<file path="src/bmp_pixel_unpacker_assert.svh">
// assertion macros shared by the bmp pixel unpacker modules
`ifndef BMP_PIXEL_UNPACKER_ASSERT_SVH
`define BMP_PIXEL_UNPACKER_ASSERT_SVH
`ifndef NO_ASSERTIONS
`define BPU_ASSERT_IMPLY(lbl, clk, rst, ante, cons, msg) \
   lbl: assert property (@(posedge clk) disable iff (rst) (ante) |-> (cons)) else $error(msg);
`define BPU_ASSERT_NEXT(lbl, clk, rst, ante, cons, msg) \
   lbl: assert property (@(posedge clk) disable iff (rst) (ante) |=> (cons)) else $error(msg);
`else
`define BPU_ASSERT_IMPLY(lbl, clk, rst, ante, cons, msg)
`define BPU_ASSERT_NEXT(lbl, clk, rst, ante, cons, msg)
`endif
`endif

</file>
<file path="src/bpu_pkg.sv">
// types and constants shared by the bmp pixel unpacker modules
package bpu_pkg;

   localparam int COORD_W     = 12;
   localparam int CSR_INDEX_W = 3;
   localparam int CSR_DATA_W  = 13;

   // register indexes
   localparam logic [CSR_INDEX_W-1:0] CSR_PIXEL_FORMAT = 3'd0;
   localparam logic [CSR_INDEX_W-1:0] CSR_IMAGE_WIDTH  = 3'd1;
   localparam logic [CSR_INDEX_W-1:0] CSR_IMAGE_HEIGHT = 3'd2;
   localparam logic [CSR_INDEX_W-1:0] CSR_TOP_DOWN     = 3'd3;
   localparam logic [CSR_INDEX_W-1:0] CSR_WANT_ALPHA   = 3'd4;

   // pixel formats
   localparam logic [2:0] FMT_1BPP  = 3'd0;
   localparam logic [2:0] FMT_4BPP  = 3'd1;
   localparam logic [2:0] FMT_8BPP  = 3'd2;
   localparam logic [2:0] FMT_24BPP = 3'd3;
   localparam logic [2:0] FMT_32BPP = 3'd4;

   // commands
   localparam logic CMD_PALETTE = 1'b0;
   localparam logic CMD_PIXEL   = 1'b1;

   localparam logic [7:0] ALPHA_OPAQUE = 8'hff;
   localparam logic [7:0] ALPHA_CLEAR  = 8'h00;

   localparam logic [2:0]  RST_PIXEL_FORMAT = FMT_24BPP;
   localparam logic [12:0] RST_IMAGE_WIDTH  = 13'd1;
   localparam logic [12:0] RST_IMAGE_HEIGHT = 13'd1;

   typedef struct packed {
      logic       command;
      logic [7:0] data_byte;
      logic [7:0] palette_index;
      logic [7:0] palette_blue;
      logic [7:0] palette_green;
      logic [7:0] palette_red;
   } req_payload_type;

   typedef struct packed {
      logic [7:0]         blue;
      logic [7:0]         green;
      logic [7:0]         red;
      logic [7:0]         alpha;
      logic [COORD_W-1:0] column;
      logic [COORD_W-1:0] dest_row;
      logic               last;
      logic               image_done;
   } rsp_payload_type;

   typedef struct packed {
      logic [2:0]  pixel_format;
      logic [12:0] image_width;
      logic [12:0] image_height;
      logic        top_down;
      logic        want_alpha;
   } cfg_type;

   typedef struct packed {
      logic        en;
      logic [7:0]  index;
      logic [23:0] rgb;
   } pal_wr_type;

   typedef struct packed {
      logic               direct;
      logic [23:0]        rgb;
      logic [7:0]         alpha;
      logic [COORD_W-1:0] column;
      logic [COORD_W-1:0] dest_row;
      logic               last;
      logic               image_done;
   } pix_desc_type;

endpackage

</file>
<file path="src/bpu_unpack.sv">
// input register and byte sequencer: row/column tracking and one pixel out per cycle while pix_ready is high
`include "bmp_pixel_unpacker_assert.svh"
module bpu_unpack #(
   parameter int MAX_WIDTH  = 4096,
   parameter int MAX_HEIGHT = 4096
) (
   input  logic                     clock,
   input  logic                     reset,
   input  bpu_pkg::cfg_type         cfg,
   input  logic                     restart,
   input  logic                     req_valid,
   output logic                     req_stall,
   input  bpu_pkg::req_payload_type req_payload,
   input  logic                     pix_ready,
   output logic                     pix_valid,
   output bpu_pkg::pix_desc_type    pix_desc,
   output logic [7:0]               pal_rd_index,
   output bpu_pkg::pal_wr_type      pal_wr
);

   localparam int W_W   = $clog2(MAX_WIDTH + 1);
   localparam int H_W   = $clog2(MAX_HEIGHT + 1);
   localparam int RB_W  = W_W + 2;
   localparam int COL_W = bpu_pkg::COORD_W;

   logic                     s1_valid_ff, s1_valid_in;
   bpu_pkg::req_payload_type item_ff, item_in;
   logic [RB_W-1:0]          rb_cnt_ff, rb_cnt_in;
   logic [W_W-1:0]           col_ff, col_in;
   logic [H_W-1:0]           row_ff, row_in;
   logic [23:0]              part_ff, part_in;
   logic [1:0]               ccnt_ff, ccnt_in;
   logic [2:0]               sub_ff, sub_in;

   logic [W_W-1:0]  eff_w;
   logic [H_W-1:0]  eff_h;
   logic [H_W-1:0]  drow;
   logic [RB_W-1:0] data_bytes, pad_sum, stride, rb_next;
   logic [2:0]      last_sub;
   logic [7:0]      b;
   logic fmt_ok, is_pixel, is_load, active, in_data, col_ok, col_is_end;
   logic produces, emit, emit_last, finish, byte_end, accept, direct, is_32;

   always_comb begin
      eff_w = (32'(cfg.image_width) > 32'(MAX_WIDTH)) ? W_W'(MAX_WIDTH) : W_W'(cfg.image_width);
      eff_h = (32'(cfg.image_height) > 32'(MAX_HEIGHT)) ?
              H_W'(MAX_HEIGHT) : H_W'(cfg.image_height);

      case (cfg.pixel_format)
         bpu_pkg::FMT_1BPP:  data_bytes = (RB_W'(eff_w) + RB_W'(7)) >> 3;
         bpu_pkg::FMT_4BPP:  data_bytes = (RB_W'(eff_w) + RB_W'(1)) >> 1;
         bpu_pkg::FMT_8BPP:  data_bytes = RB_W'(eff_w);
         bpu_pkg::FMT_24BPP: data_bytes = (RB_W'(eff_w) << 1) + RB_W'(eff_w);
         default:            data_bytes = RB_W'(eff_w) << 2;
      endcase
      // rows are padded to a multiple of 4 bytes
      pad_sum = data_bytes + RB_W'(3);
      stride  = {pad_sum[RB_W-1:2], 2'b00};

      b          = item_ff.data_byte;
      fmt_ok     = cfg.pixel_format <= bpu_pkg::FMT_32BPP;
      is_32      = cfg.pixel_format == bpu_pkg::FMT_32BPP;
      direct     = (cfg.pixel_format == bpu_pkg::FMT_24BPP) || is_32;
      is_pixel   = s1_valid_ff && (item_ff.command == bpu_pkg::CMD_PIXEL);
      is_load    = s1_valid_ff && (item_ff.command == bpu_pkg::CMD_PALETTE);
      active     = is_pixel && fmt_ok && (eff_w != '0) && (eff_h != '0) && (row_ff < eff_h);
      in_data    = rb_cnt_ff < data_bytes;
      col_ok     = col_ff < eff_w;
      col_is_end = col_ff == (eff_w - W_W'(1));

      case (cfg.pixel_format)
         bpu_pkg::FMT_1BPP: begin
            produces = 1'b1;
            last_sub = 3'd7;
         end
         bpu_pkg::FMT_4BPP: begin
            produces = 1'b1;
            last_sub = 3'd1;
         end
         bpu_pkg::FMT_8BPP: begin
            produces = 1'b1;
            last_sub = 3'd0;
         end
         bpu_pkg::FMT_24BPP: begin
            produces = ccnt_ff == 2'd2;
            last_sub = 3'd0;
         end
         default: begin
            produces = ccnt_ff == 2'd3;
            last_sub = 3'd0;
         end
      endcase

      emit      = active && in_data && col_ok && produces;
      // byte is done after this pixel when its sub-pixels run out or the row ends
      emit_last = (sub_ff == last_sub) || col_is_end;
      finish    = s1_valid_ff && (!emit || (pix_ready && emit_last));
      byte_end  = finish && active;
      req_stall = s1_valid_ff && !finish;
      accept    = req_valid && !req_stall;

      case (cfg.pixel_format)
         bpu_pkg::FMT_1BPP: pal_rd_index = {7'd0, b[3'd7 - sub_ff]};
         bpu_pkg::FMT_4BPP: pal_rd_index = {4'd0, (sub_ff[0] ? b[3:0] : b[7:4])};
         default:           pal_rd_index = b;
      endcase

      drow = cfg.top_down ? row_ff : (eff_h - H_W'(1) - row_ff);

      pix_valid           = emit;
      pix_desc.direct     = direct;
      pix_desc.rgb        = is_32 ? part_ff : {b, part_ff[15:0]};
      if (is_32) begin
         pix_desc.alpha = cfg.want_alpha ? b : (bpu_pkg::ALPHA_OPAQUE - b);
      end else begin
         pix_desc.alpha = cfg.want_alpha ? bpu_pkg::ALPHA_OPAQUE : bpu_pkg::ALPHA_CLEAR;
      end
      pix_desc.column     = COL_W'(col_ff);
      pix_desc.dest_row   = COL_W'(drow);
      pix_desc.last       = emit_last;
      pix_desc.image_done = col_is_end && (row_ff == (eff_h - H_W'(1)));

      pal_wr.en    = is_load;
      pal_wr.index = item_ff.palette_index;
      pal_wr.rgb   = {item_ff.palette_red, item_ff.palette_green, item_ff.palette_blue};
   end

   always_comb begin
      s1_valid_in = accept ? 1'b1 : (finish ? 1'b0 : s1_valid_ff);
      item_in     = accept ? req_payload : item_ff;
      rb_cnt_in   = rb_cnt_ff;
      col_in      = col_ff;
      row_in      = row_ff;
      part_in     = part_ff;
      ccnt_in     = ccnt_ff;
      sub_in      = sub_ff;
      rb_next     = rb_cnt_ff + RB_W'(1);

      if (emit && pix_ready) begin
         col_in = col_ff + W_W'(1);
         sub_in = sub_ff + 3'd1;
      end
      if (finish) begin
         sub_in = '0;
      end
      if (byte_end) begin
         if (in_data && direct) begin
            if (produces) begin
               part_in = '0;
               ccnt_in = '0;
            end else begin
               case (ccnt_ff)
                  2'd0:    part_in[7:0]   = b;
                  2'd1:    part_in[15:8]  = b;
                  default: part_in[23:16] = b;
               endcase
               ccnt_in = ccnt_ff + 2'd1;
            end
         end
         if (rb_next >= stride) begin
            rb_cnt_in = '0;
            col_in    = '0;
            part_in   = '0;
            ccnt_in   = '0;
            row_in    = row_ff + H_W'(1);
         end else begin
            rb_cnt_in = rb_next;
         end
      end
      if (restart) begin
         rb_cnt_in = '0;
         col_in    = '0;
         row_in    = '0;
         part_in   = '0;
         ccnt_in   = '0;
         sub_in    = '0;
      end
   end

   always_ff @(posedge clock) begin
      if (reset) begin
         s1_valid_ff <= 1'b0;
         rb_cnt_ff   <= '0;
         col_ff      <= '0;
         row_ff      <= '0;
         part_ff     <= '0;
         ccnt_ff     <= '0;
         sub_ff      <= '0;
      end else begin
         s1_valid_ff <= s1_valid_in;
         rb_cnt_ff   <= rb_cnt_in;
         col_ff      <= col_in;
         row_ff      <= row_in;
         part_ff     <= part_in;
         ccnt_ff     <= ccnt_in;
         sub_ff      <= sub_in;
      end
   end

   always_ff @(posedge clock) begin
      item_ff <= item_in;
   end

   `BPU_ASSERT_IMPLY(a_sub_only_mid_byte, clock, reset, sub_ff != 3'd0, is_pixel, "sub-pixel index left over with no byte in progress")
   `BPU_ASSERT_IMPLY(a_row_in_bounds, clock, reset, 1'b1, row_ff <= eff_h, "source row ran past the image height")

endmodule

</file>
<file path="config.mk">
export PLATFORM = sky130hd
export DESIGN_NAME = bpu_unpack
export DESIGN_NICKNAME = d
export VERILOG_FILES = /design/src/bpu_pkg.sv /design/src/bpu_unpack.sv
export VERILOG_INCLUDE_DIRS = /design/src /design/src/src
export SDC_FILE = /design/constraint.sdc
export NUM_CORES = 1
export LEC_CHECK = 0
export ABC_AREA = 1
export BUFFER_PORTS_ARGS = -buffer_cell sky130_fd_sc_hd__buf_2
export CORE_MARGIN = 2
export CORE_UTILIZATION = 49
export DETAILED_ROUTE_END_ITERATION = 12
export HOLD_SLACK_MARGIN = 0.05
export MAX_ROUTING_LAYER = met4
export PLACE_DENSITY = 0.7
export RECOVER_POWER = 100
export SYNTH_ARGS = -nofsm -noshare
export SYNTH_HDL_FRONTEND = slang
export SYNTH_SLANG_ARGS = --single-unit
</file>
<file path="constraint.sdc">
create_clock -name clock -period 6.5 [get_ports clock]
set_clock_uncertainty 0.1 [all_clocks]
set_input_delay 0.65 -clock clock [delete_from_list [all_inputs] [get_ports clock]]
set_output_delay 0.65 -clock clock [all_outputs]
set_load 0.02 [all_outputs]
</file>
# [After elaboration in Yosys (flattened, before gate mapping)]
# Index checks and enable logic that the tools add are counted.
[classes] div_mod_pow=0 mux=29 bitwise=1 shifts=0 n_eq_ne=11 order_cmp=8 mul=0 addsub=14 n_reduce_logical=40
[ops] cell="$mux W24" count=4
[ops] cell="$mux W13" count=5
[ops] cell="$pmux W15 S4" count=1
[ops] cell="$mux W8" count=6
[ops] cell="$add A13 B1 Y13 const B" count=2
[ops] cell="$eq A13 B13 Y1" count=2
[ops] cell="$gt A13 B13 Y1 const B" count=2
[ops] cell="$lt A13 B13 Y1" count=2
[ops] cell="$reduce_bool A13 Y1" count=2
[ops] cell="$sub A13 B1 Y13 const B" count=2
[ops] cell="$logic_and A1 B1 Y1" count=17
[ops] cell="$pmux W8 S2" count=1
[ops] cell="$add A14 B13 Y15" count=1
[ops] cell="$add A15 B1 Y15 const B" count=1
[ops] cell="$add A15 B2 Y15 const B" count=1
[ops] cell="$ge A15 B15 Y1" count=1
[ops] cell="$lt A15 B15 Y1" count=1
[ops] cell="$mux W15" count=1
[ops] cell="$add A13 B1 Y14 const B" count=1
[ops] cell="$add A13 B3 Y14 const B" count=1
[ops] cell="$mux W12" count=1
[ops] cell="$sub A12 B12 Y12" count=1
[ops] cell="$reduce_and A3 Y1" count=3
[ops] cell="$sub A8 B8 Y8 const A" count=1
[ops] cell="other kinds (28)" count=43
[totals] mem_bits_rw=0 regBits=112 word_cells=118 mem_count=0 mem_bits_ro=0 input_bits=77 out_inout_bits=102 latchBits=0

# [Depth between registers and ports, before layout]
# Gate-level depths: netlist of run 1.
[depth] depth_word=17 mapped_depth=43 depth_no_buf=42

# [Least setup slack after synthesis of run 1]
# Ideal clock, no wire load.
[synth_timing] path_kind="input -> register" startpoint="in cfg[21] (netlist name)" endpoint="reg item_ff (netlist bit b[0]) (enable)" required_time_ns=5.961 arrival_time_ns=5.800 setup_time_ns=0.439 path_stages=28 path_slack_ns=0.161 n_path_buf=1 path_cell_list="nor2_1 > nand2_1 > nor2_1 > nand2_1 > nand2_2 > buf_6 > nand2_1 > ha_1 > a21oi_1 > nand2_1 > nand2_1 > nand2_1 > a21oi_1 > o21ai_0 > xnor2_1 > o21ai_0 > nor2_1 > a21oi_1 > inv_1 > ha_1 > a21oi_1 > o21ai_0 > nand3_1 > a21oi_1 > a211oi_1 > nand3_1 > nor2_2 > nor2_1"
[synth_between] elab_chain_len=16 word_cells_on_any_way=26 cone_classes="4 x add/sub; 3 x order compare; 1 x eq/ne; 2 x mux; 16 x reduce/logical"
[synth_rtl] element="start: declaration" line="bpu_unpack.sv:9" source="input bpu_pkg::cfg_type cfg,"
[synth_rtl] element="$gt A13 B13 Y1" line="bpu_unpack.sv:45" source="eff_w = (32'(cfg.image_width) > 32'(MAX_WIDTH)) ? W_W'(MAX_WIDTH) : W_W'(cfg.image_width);"
[synth_rtl] element="$mux W13 *" line="bpu_unpack.sv:45"
[synth_rtl] element="parallel branches: the longest is 8 deep, another holds $add A14 B13 Y15"
[synth_rtl] element="$logic_or A1 B1 Y1 *" line="bpu_unpack.sv:97" source="finish = s1_valid_ff && (!emit || (pix_ready && emit_last));"
[synth_rtl] element="$logic_and A1 B1 Y1 *" line="bpu_unpack.sv:97"
[synth_rtl] element="$logic_not A1 Y1 *" line="bpu_unpack.sv:99" source="req_stall = s1_valid_ff && !finish;"
[synth_rtl] element="$logic_and A1 B1 Y1 *" line="bpu_unpack.sv:99"
[synth_rtl] element="via req_stall" line="bpu_unpack.sv:12" source="output logic req_stall,"
[synth_rtl] element="$logic_not A1 Y1 *" line="bpu_unpack.sv:100" source="accept = req_valid && !req_stall;"
[synth_rtl] element="$logic_and A1 B1 Y1 *" line="bpu_unpack.sv:100"
[synth_rtl] element="via accept" line="bpu_unpack.sv:42" source="logic produces, emit, emit_last, finish, byte_end, accept, direct, is_32;"
[synth_rtl] element="end signal: assignment" line="bpu_unpack.sv:201" source="item_ff <= item_in;"
[synth_rtl] element="end: declaration" line="bpu_unpack.sv:27" source="bpu_pkg::req_payload_type item_ff, item_in;"
# Mark *: on every way through the listed nets, which the timed path passes.
# A chain may end at the register's enable or synchronous reset.

# [Worst setup path after layout of run 1]
[layout_timing] startpoint="in cfg[20] (netlist name)" endpoint="out req_stall"
[layout_between] elab_chain_len=14 word_cells_on_any_way=24 cone_classes="4 x add/sub; 3 x order compare; 1 x eq/ne; 2 x mux; 14 x reduce/logical"
[layout_rtl] element="$gt A13 B13 Y1" line="bpu_unpack.sv:45"
[layout_rtl] element="$mux W13 *" line="bpu_unpack.sv:45"
[layout_rtl] element="parallel branches: the longest is 8 deep, another holds $add A14 B13 Y15"
[layout_rtl] element="$logic_or A1 B1 Y1 *" line="bpu_unpack.sv:97"
[layout_rtl] element="$logic_and A1 B1 Y1 *" line="bpu_unpack.sv:97"
[layout_rtl] element="$logic_not A1 Y1 *" line="bpu_unpack.sv:99"
[layout_rtl] element="$logic_and A1 B1 Y1 *" line="bpu_unpack.sv:99"
[layout_rtl] element="end: declaration" line="bpu_unpack.sv:12"
# Mark *: on every way between the ends.

==> summary.txt, run 1 <==
STA
  – Number of hold violations in the final report: 0
  – Post-route fraction of the period consumed by the critical path: 0.923
  – Count of pins over their slew limit: 0
  – Hold Worst Slack: 356 ps
  – Worst Max-Slew Pin Slew: 906 ps
  – Highest clock frequency the design can meet: 167 MHz
  – Total negative slack: 0 ps
  – Setup violation total in the final timing report: 0
  – Relative max-transition margin: 0.395
  – RSZ-0062 raised after global routing: no
  – Minimum clock period: 6000 ps

Route
  – Detailed-routing iteration count for the pre-antenna-repair pass: 5
  – Number of DRC violations after detailed routing: 0
  – Detail Route Antenna Nets: 0
  – Total vias in the final route: 10,400
  – WL/cell: 15.5 um
  – Average vias per placed instance: 5.40
  – Iteration-0 DRC count of the detailed router: 805
  – Post-Route WL: 29,800 um

GRT
  – Number of antenna violations at the first check in global routing: 0
  – Largest net degree at the start of global routing: 42
  – Remaining global-route overflow: 0
  – Vias in the first global route: 9,572
  – Total routing resource utilization after global routing: 0.272
  – Global-route wire length before repair: 46,900 um

Setup path
  – Worst reg2reg startpoint: rb_cnt_ff[0]$_SDFFE_PP0P_
  – Critical path buffers and inverters: 5
  – R2r setup slk: 2010 ps
  – Element type at the critical path end: output port
  – Worst-path maximum fanout: 14
  – Data arrival time at the worst-slack endpoint: 5250 ps
  – Top Family by Delay on Critical Path: simple AND/OR/NAND/NOR gates
  – Library cell contributing the largest single delay on the critical path: ha_1
  – Critical path data required time: 5750 ps
  – Startpoint-to-endpoint class of the critical path: primary input to output port
  – Worst reg-to-reg path cell count: 22
  – Largest stage delay on the critical path: 380 ps
  – CP startpoint kind: primary input
  – Capture instance of the worst register-to-register path: row_ff[11]$_SDFFE_PP0P_

Yosys
  – Fraction of the yosys area taken by sequential cells: 0.261
  – Synthesized area per cell: 6.75 sq um
  – Top cells by area in the synthesized netlist: dfxtp_1 14%, nand2_1 12%, ha_1 12%, edfxtp_1 12%, nor2_1 7.6%
  – Most common flop cell mapped by yosys: dfxtp_1
  – #FFs+latches synth: 112
  – Fraction of post-synthesis cell area in the top cell type by area: 0.140
  – Count of mapped cells out of synthesis: 1,508
  – Warning count from the yosys run: 0
  – Mapped cell area: 10,200 sq um
  – Async SR Flop Fraction: 0
  – Number of enable-type register cells in the synthesized netlist: 41
  – Distinct cell type count of the synthesized netlist: 56
  – Mapped Nets: 1,688
  – Top cell type by total area after synthesis: dfxtp_1

Placed design
  – Weighted congestion at the end of routability-driven global placement: 1.05
  – # placed instances: 1,906
  – Dpl hpwl: 24,200 um
  – PortBufs: 178

Status
  – Result of the run: complete, no violations

Layout
  – Post-route non-filler standard cell count: 1,922
  – Net count of the finished layout: 1,827
  – FF/Latch Area: 2650 sq um
  – Ratio of cells with drive above 1 in the final layout: 0.107
  – Number of fill cells in the layout: 2,100
  – Area added between synthesis and finish: 11.4%
  – Antenna cell count: 0
  – Footprint of the multi-input gates: 6210 sq um

Floorplan
  – Floorplan core area: 20,300 sq um
  – Die Height: 148 um
  – Width of the die: 148 um
  – Boundary pin count: 179
  – Site row count: 52
  – Full die area: 21,900 sq um
  – Initial Utilization: 0.501

Clock tree
  – Number of buffers inserted to repair setup after CTS: 0
  – Number of sinks driven by the clock tree: 112
  – CTS resizes: 0
  – Maximum level of the CTS H-tree: 3
  – Clock root cell: clkbuf_16
  – Clk_lat worst skew: 360 ps
  – Clock edge transition at the registers on the reported setup and hold paths: 90 ps
  – Clock buffer count from CTS: 9
  – Max Root-Sink Buffers: 2
  – TritonCTS clock tree: done
  – Count of hold buffers inserted by post-cts repair: 0

Power and ir drop
  – Power density of the placed cells: 162 nW/um^2
  – Peak supply drop: 0.000180 V
  – Leakage power summed over all cells: 5.25 nW

Hold path
  – Worst Hold Class: primary input to flip-flop
  – Hold endpoint: pal_wr[20]$_DFFE_PP_
  – Cell count of the worst hold path: 1
  – Origin of the worst min-delay path: req_payload[4]

Job
  – # Max-Cap Violations: 0
[area by class of cell]
class	count	share of cell area
clock buffers	9	0.0199
clock inverters	7	0.00850
inverters	190	0.0629
multi-input cells	1115	0.548
flip-flops and latches	112	0.234
well taps	270	0.0298
repair buffers	219	0.0967
[synthesized netlist by cell type (all sizes together), types with 2 or more instances]
| cell | count |
|---|---|
| nand2 | 346 |
| nor2 | 218 |
| inv | 189 |
| ha | 101 |
| o21ai | 95 |
| nand3 | 88 |
| a21oi | 81 |
| buf | 80 |
| dfxtp | 71 |
| xor2 | 49 |
| edfxtp | 41 |
| nand4 | 40 |
| nor3 | 21 |
| clkbuf | 11 |
| xnor2 | 10 |
| nor4 | 8 |
| or2 | 8 |
| a211oi | 5 |
| o2111ai | 5 |
| a31oi | 4 |
| nand3b | 3 |
| o211ai | 3 |
| o221ai | 3 |
| o22ai | 3 |
| o32ai | 3 |
| a221oi | 2 |
| a22oi | 2 |
| and2 | 2 |
| fa | 2 |
| mux2 | 2 |
| o21bai | 2 |
[power breakdown]
group / switching (mW) / total, mW / internal [mW] / leakage (nW)
Sequential: 0.00887 / 0.753 / 0.744 / 0.973
Clock: 0.302 / 0.587 / 0.285 / 0.156
Combinational: 0.333 / 0.495 / 0.161 / 4.12
[metal layers]
| layer | GRT usage | routed length, um |
|---|---|---|
| met2 | 0.436 | 13500 |
| met4 | 0.0990 | 994 |
| met3 | 0.0405 | 2190 |
| met1 | 0.351 | 13100 |
| met5 | - | 0 |
[worst reg2reg max path, cell delays in order, from the launching register on]
cell and delay (ps):
dfxtp_1 380, inv_1 110, nor3_1 320, nand3_1 190, nor3_1 420, nand4_1 210
nor2_1 180, xor2_1 160, inv_1 80, ha_1 300, nand3_1 90, or4_1 520
nand3_1 200, nand4_1 170, nor2_1 190, nand3_1 110, nor2_1 180, nand2_1 90
nor2_1 130, nand3_1 90, nand2_1 90, inv_1 40, nor2_1 90
[sequential cells by signal (all words and copies together) (netlist names)]
name,cells
part_ff,24
col_ff,13
s1_valid_ff,1
pal_wr,32
ccnt_ff,2
row_ff,13
b,8
sub_ff,3
item_ff,1
rb_cnt_ff,15
[worst max path at each step]
stage | slack [ps] | start | end | cells past startpoint
2_1_floorplan | 160 | cfg[21] | b[0]$_DFFE_PP_ | 28
3_3_place_gp | 210 | cfg[15] | row_ff[11]$_SDFFE_PP0P_ | 35
3_5_place_dp | 90 | cfg[20] | row_ff[11]$_SDFFE_PP0P_ | 39
4_1_cts | 230 | cfg[20] | pix_valid | 30
5_1_grt | 30 | cfg[20] | row_ff[6]$_SDFFE_PP0P_ | 33
6_report | 500 | cfg[20] | req_stall | 30
[per-stage QoR]
step                utilization  total power, mW  setup slack, ps  area, sq um
CTS                       0.566             1.85              231        11500
floorplan                     -             1.11              161        10200
detailed placement        0.550             1.26             92.1        11200
global placement          0.550             1.26              211        11200
global route              0.558             1.92             29.9        11300
finish                    0.558             1.83              499        11300
[cells by family (layout without fill, tap and decap cells)]
| family | after synthesis | count (layout) | synth area share |
|---|---|---|---|
| AO/OA/AOI/OAI | 213 | 213 | 0.115 |
| XOR/XNOR | 59 | 59 | 0.0508 |
| adder cells (fa/ha/maj) | 103 | 103 | 0.128 |
| buffers and inverters | 281 | 425 | 0.130 |
| flip-flops | 112 | 112 | 0.261 |
| multiplexers | 2 | 2 | 0.00221 |
| AND/OR/NAND/NOR | 738 | 738 | 0.313 |
[layout by cell type (no fill, tap or decap), types with 4 or more instances in the layout]
master / Yosys / routed
inv_1: 186 / 185
nor2_4: 5 / 5
nand4_1: 38 / 38
clkbuf_1: 11 / 100
dfxtp_1: 71 / 71
buf_4: 66 / 31
o2111ai_1: 5 / 5
or2_2: 6 / 6
clkbuf_16: 0 / 9
inv_2: 3 / 4
edfxtp_1: 41 / 41
nor4_1: 8 / 8
a21oi_1: 81 / 81
nor3_1: 21 / 21
nor2_1: 206 / 206
nand2_2: 9 / 10
a31oi_1: 4 / 4
xnor2_1: 10 / 10
nand3_1: 87 / 87
buf_2: 10 / 81
nor2_2: 7 / 7
nand2_1: 337 / 335
a211oi_1: 5 / 5
ha_1: 101 / 99
o21ai_0: 92 / 91
xor2_1: 49 / 49
No activity file was read; power rests on OpenSTA's default activity.
==> run 2, diff against run 1 <==
--- a/config.mk
+++ b/config.mk
@@ -6,7 +6,7 @@
 export SDC_FILE = /design/constraint.sdc
 export NUM_CORES = 1
 export LEC_CHECK = 0
-export ABC_AREA = 1
+export ABC_AREA = 0
 export BUFFER_PORTS_ARGS = -buffer_cell sky130_fd_sc_hd__buf_2
 export CORE_MARGIN = 2
 export CORE_UTILIZATION = 49
==> run 2 against run 1 <==
Net effect: total power fell by 4.1%; cell count fell by 18%; non-clock buffer count fell by 17; maximum frequency fell by 1.4%; core utilization fell by 1.7 points; largest cell class unchanged; highest routed layer unchanged.
==> summary.txt, run 2 <==
STA
  – Relative max-transition margin: 0.276
  – Minimum clock period: 6080 ps
  – Total negative slack: 0 ps
  – Setup violation total in the final timing report: 0
  – Number of hold violations in the final report: 0
  – RSZ-0062 raised after global routing: no
  – Worst Max-Slew Pin Slew: 1080 ps
  – Count of pins over their slew limit: 0
  – Highest clock frequency the design can meet: 164 MHz
  – Post-route fraction of the period consumed by the critical path: 0.936

Route
  – WL/cell: 17.2 um
  – Detailed-routing iteration count for the pre-antenna-repair pass: 5
  – Detail Route Antenna Nets: 0
  – Total vias in the final route: 8,888
  – Average vias per placed instance: 5.67
  – Iteration-0 DRC count of the detailed router: 549
  – Post-Route WL: 26,900 um
  – Number of DRC violations after detailed routing: 0

Layout
  – FF/Latch Area: 2650 sq um
  – Commonest non-fill, non-tap cell in the layout: nand2_1
  – Number of fill cells in the layout: 1,923
  – Final Core Density: 0.542
  – Flip-flop count of the largest register, all copies and words added: 32
  – Commonest cells after routing, fill and taps aside: 128 x nand2_1, 100 x ha_1, 96 x clkbuf_1, 87 x nor2_1, 85 x buf_2
  – Post-route non-filler standard cell count: 1,567
  – Area added between synthesis and finish: 9.20%
  – Post-Layout Inst Area: 10,900 sq um
  – Net count of the finished layout: 1,472
  – Antenna cell count: 0
  – Ratio of cells with drive above 1 in the final layout: 0.126
  – Footprint of the multi-input gates: 6430 sq um

GRT
  – Remaining global-route overflow: 0
  – Total routing resource utilization after global routing: 0.259
  – Global-route wire length before repair: 43,800 um
  – Largest net degree at the start of global routing: 56
  – Number of antenna violations at the first check in global routing: 0
  – Vias in the first global route: 8,535

Setup path
  – Data arrival time at the worst-slack endpoint: 6210 ps
  – CP startpoint kind: primary input
  – Worst reg2reg startpoint: rb_cnt_ff[0]$_SDFFE_PP0P_
  – Element type at the critical path end: flip-flop
  – Capture instance of the worst register-to-register path: part_ff[13]$_SDFFE_PP0P_
  – List of cells traversed by the critical path: buf_2, buf_4, nand2b_1, inv_1, ha_1, nand3_1, a21oi_1, xnor2_1, a221oi_1, a21o_1, or4_1, or4_4, or3_4, nand2_1, ha_1, o21a_1, nor2_1, a21oi_1, o21ai_0, a31oi_1, nor2_1, clkbuf_1, a21oi_2, mux2i_1
  – Critical path data required time: 6620 ps
  – Worst reg-to-reg path cell count: 16
  – Startpoint-to-endpoint class of the critical path: primary input to flip-flop
  – R2r setup slk: 2200 ps
  – Largest stage delay on the critical path: 530 ps
  – Worst-path maximum fanout: 15
  – Library cell contributing the largest single delay on the critical path: or4_1

Placed design
  – Area of placed instances: 10,700 sq um
  – Dpl hpwl: 21,200 um
  – Weighted congestion at the end of routability-driven global placement: 1.00
  – PortBufs: 178
  – # placed instances: 1,551

Clock tree
  – Max Root-Sink Buffers: 2
  – Maximum level of the CTS H-tree: 3
  – TritonCTS clock tree: done
  – Clock buffer count from CTS: 9
  – Clock root cell: clkbuf_16
  – Clk_lat worst skew: 360 ps
  – Number of sinks driven by the clock tree: 112
  – Count of hold buffers inserted by post-cts repair: 0
  – Clock edge transition at the registers on the reported setup and hold paths: 90 ps

Yosys
  – Mapped cell area: 9970 sq um
  – Async SR Flop Fraction: 0
  – Most numerous cell types in the synthesized netlist: 128 x nand2_1, 101 x ha_1, 88 x nor2_1, 71 x dfxtp_1, 68 x xnor2_1
  – Fraction of post-synthesis cell area in the top cell type by area: 0.143
  – Mapped Nets: 1,369
  – Top cells by area in the synthesized netlist: dfxtp_1 14%, ha_1 13%, edfxtp_1 12%, xnor2_1 6.0%, buf_4 5.0%
  – Number of enable-type register cells in the synthesized netlist: 41
  – Synthesized area per cell: 8.39 sq um
  – Warning count from the yosys run: 0
  – #FFs+latches synth: 112
  – Most common flop cell mapped by yosys: dfxtp_1
  – Distinct cell type count of the synthesized netlist: 87
  – Fraction of the yosys area taken by sequential cells: 0.266
  – Count of mapped cells out of synthesis: 1,189
  – Most common cell in the netlist: nand2_1
  – Top cell type by total area after synthesis: dfxtp_1

Hold path
  – Cell count of the worst hold path: 1
  – Worst Hold Class: primary input to flip-flop
  – Origin of the worst min-delay path: req_payload[23]
  – Hold endpoint: pal_wr[7]$_DFFE_PP_

Status
  – Result of the run: complete, no violations

Floorplan
  – Floorplan core area: 20,100 sq um
  – Site row count: 52
  – Width of the die: 147 um
  – Initial Utilization: 0.496
  – Die Height: 147 um
  – Full die area: 21,500 sq um
  – Boundary pin count: 179

Job
  – # Max-Cap Violations: 0

Power and ir drop
  – Power density of the placed cells: 162 nW/um^2
  – Peak supply drop: 0.000145 V
  – Leakage power summed over all cells: 4.16 nW
==> run 2: cell count changes after synthesis, sizes merged, moves of 35 or more <==
| cell | before | now |
|---|---|---|
| nand2 | 346 | 128 |
| xnor2 | 10 | 68 |
| nand3 | 88 | 33 |
| nor2 | 218 | 89 |
| mux2i | 0 | 35 |
| inv | 189 | 51 |
==> run 2: stage by stage <==
stage / setup slack, ps / power (mW) / hold slack (ps)
CTS: 253 / 1.78 / 339
global placement: 254 / 1.19 / 341
global route: 9.57 / 1.84 / 331
detailed placement: 158 / 1.19 / 352
floorplan: 391 / 1.07 / 332
finish: 416 / 1.76 / 352
==> run 2: area by class of cell <==
type,instances,area share
multi-input cells,914,0.590
flip-flops and latches,112,0.244
well taps,270,0.0310
repair buffers,202,0.0866
clock inverters,7,0.00931
clock buffers,9,0.0207
inverters,53,0.0183
==> run 2: critical path: cells and delay by family <==
kind / cells / cell delay [ps]
mux: 1 / 190
buf+inv: 4 / 1020
compound gates: 8 / 1270
xor+xnor: 1 / 130
simple gates: 8 / 2350
fa+ha+maj: 2 / 570
==> run 2: worst max-delay path by stage <==
stage                  from                  endpoint  cells past startpoint
floorplan           cfg[27]   part_ff[0]$_SDFFE_PP0P_                     25
global placement    cfg[27]      pal_wr[12]$_DFFE_PP_                     18
detailed placement  cfg[27]      pal_wr[12]$_DFFE_PP_                     18
CTS                 cfg[27]                 req_stall                     19
global route        cfg[27]                 req_stall                     19
finish              cfg[27]  part_ff[13]$_SDFFE_PP0P_                     24
==> run 2: repair_timing <==
action                                  in CTS  in global routing
setup buffers                                0                  0
resized for setup                            0                  2
endpoints found under the setup margin       0                  1
==> run 2: cells by family after synthesis <==
kind of cell,share of synthesized area
AOI/OAI and AO/OA,0.164
buffers and inverters,0.0900
and+or+nand+nor,0.209
adders and majority gates,0.131
xor gates and xnor gates,0.0870
DFF,0.266
muxes,0.0532
==> run 2: routing by layer <==
layer,vias up,global-route usage,wire length (um)
li1,4402,-,-
met1,4163,0.338,12100
met2,281,0.424,12900
met3,42,0.0363,1410
met4,0,0.0684,550
met5,-,-,0
==> run 2: report_power, final <==
group / internal (mW) / leakage (nW) / total (mW) / switching, mW
clock: 0.287 / 0.157 / 0.590 / 0.304
sequential: 0.744 / 0.973 / 0.754 / 0.00985
combinational: 0.152 / 3.03 / 0.414 / 0.262
total: 1.18 / 4.16 / 1.76 / 0.575
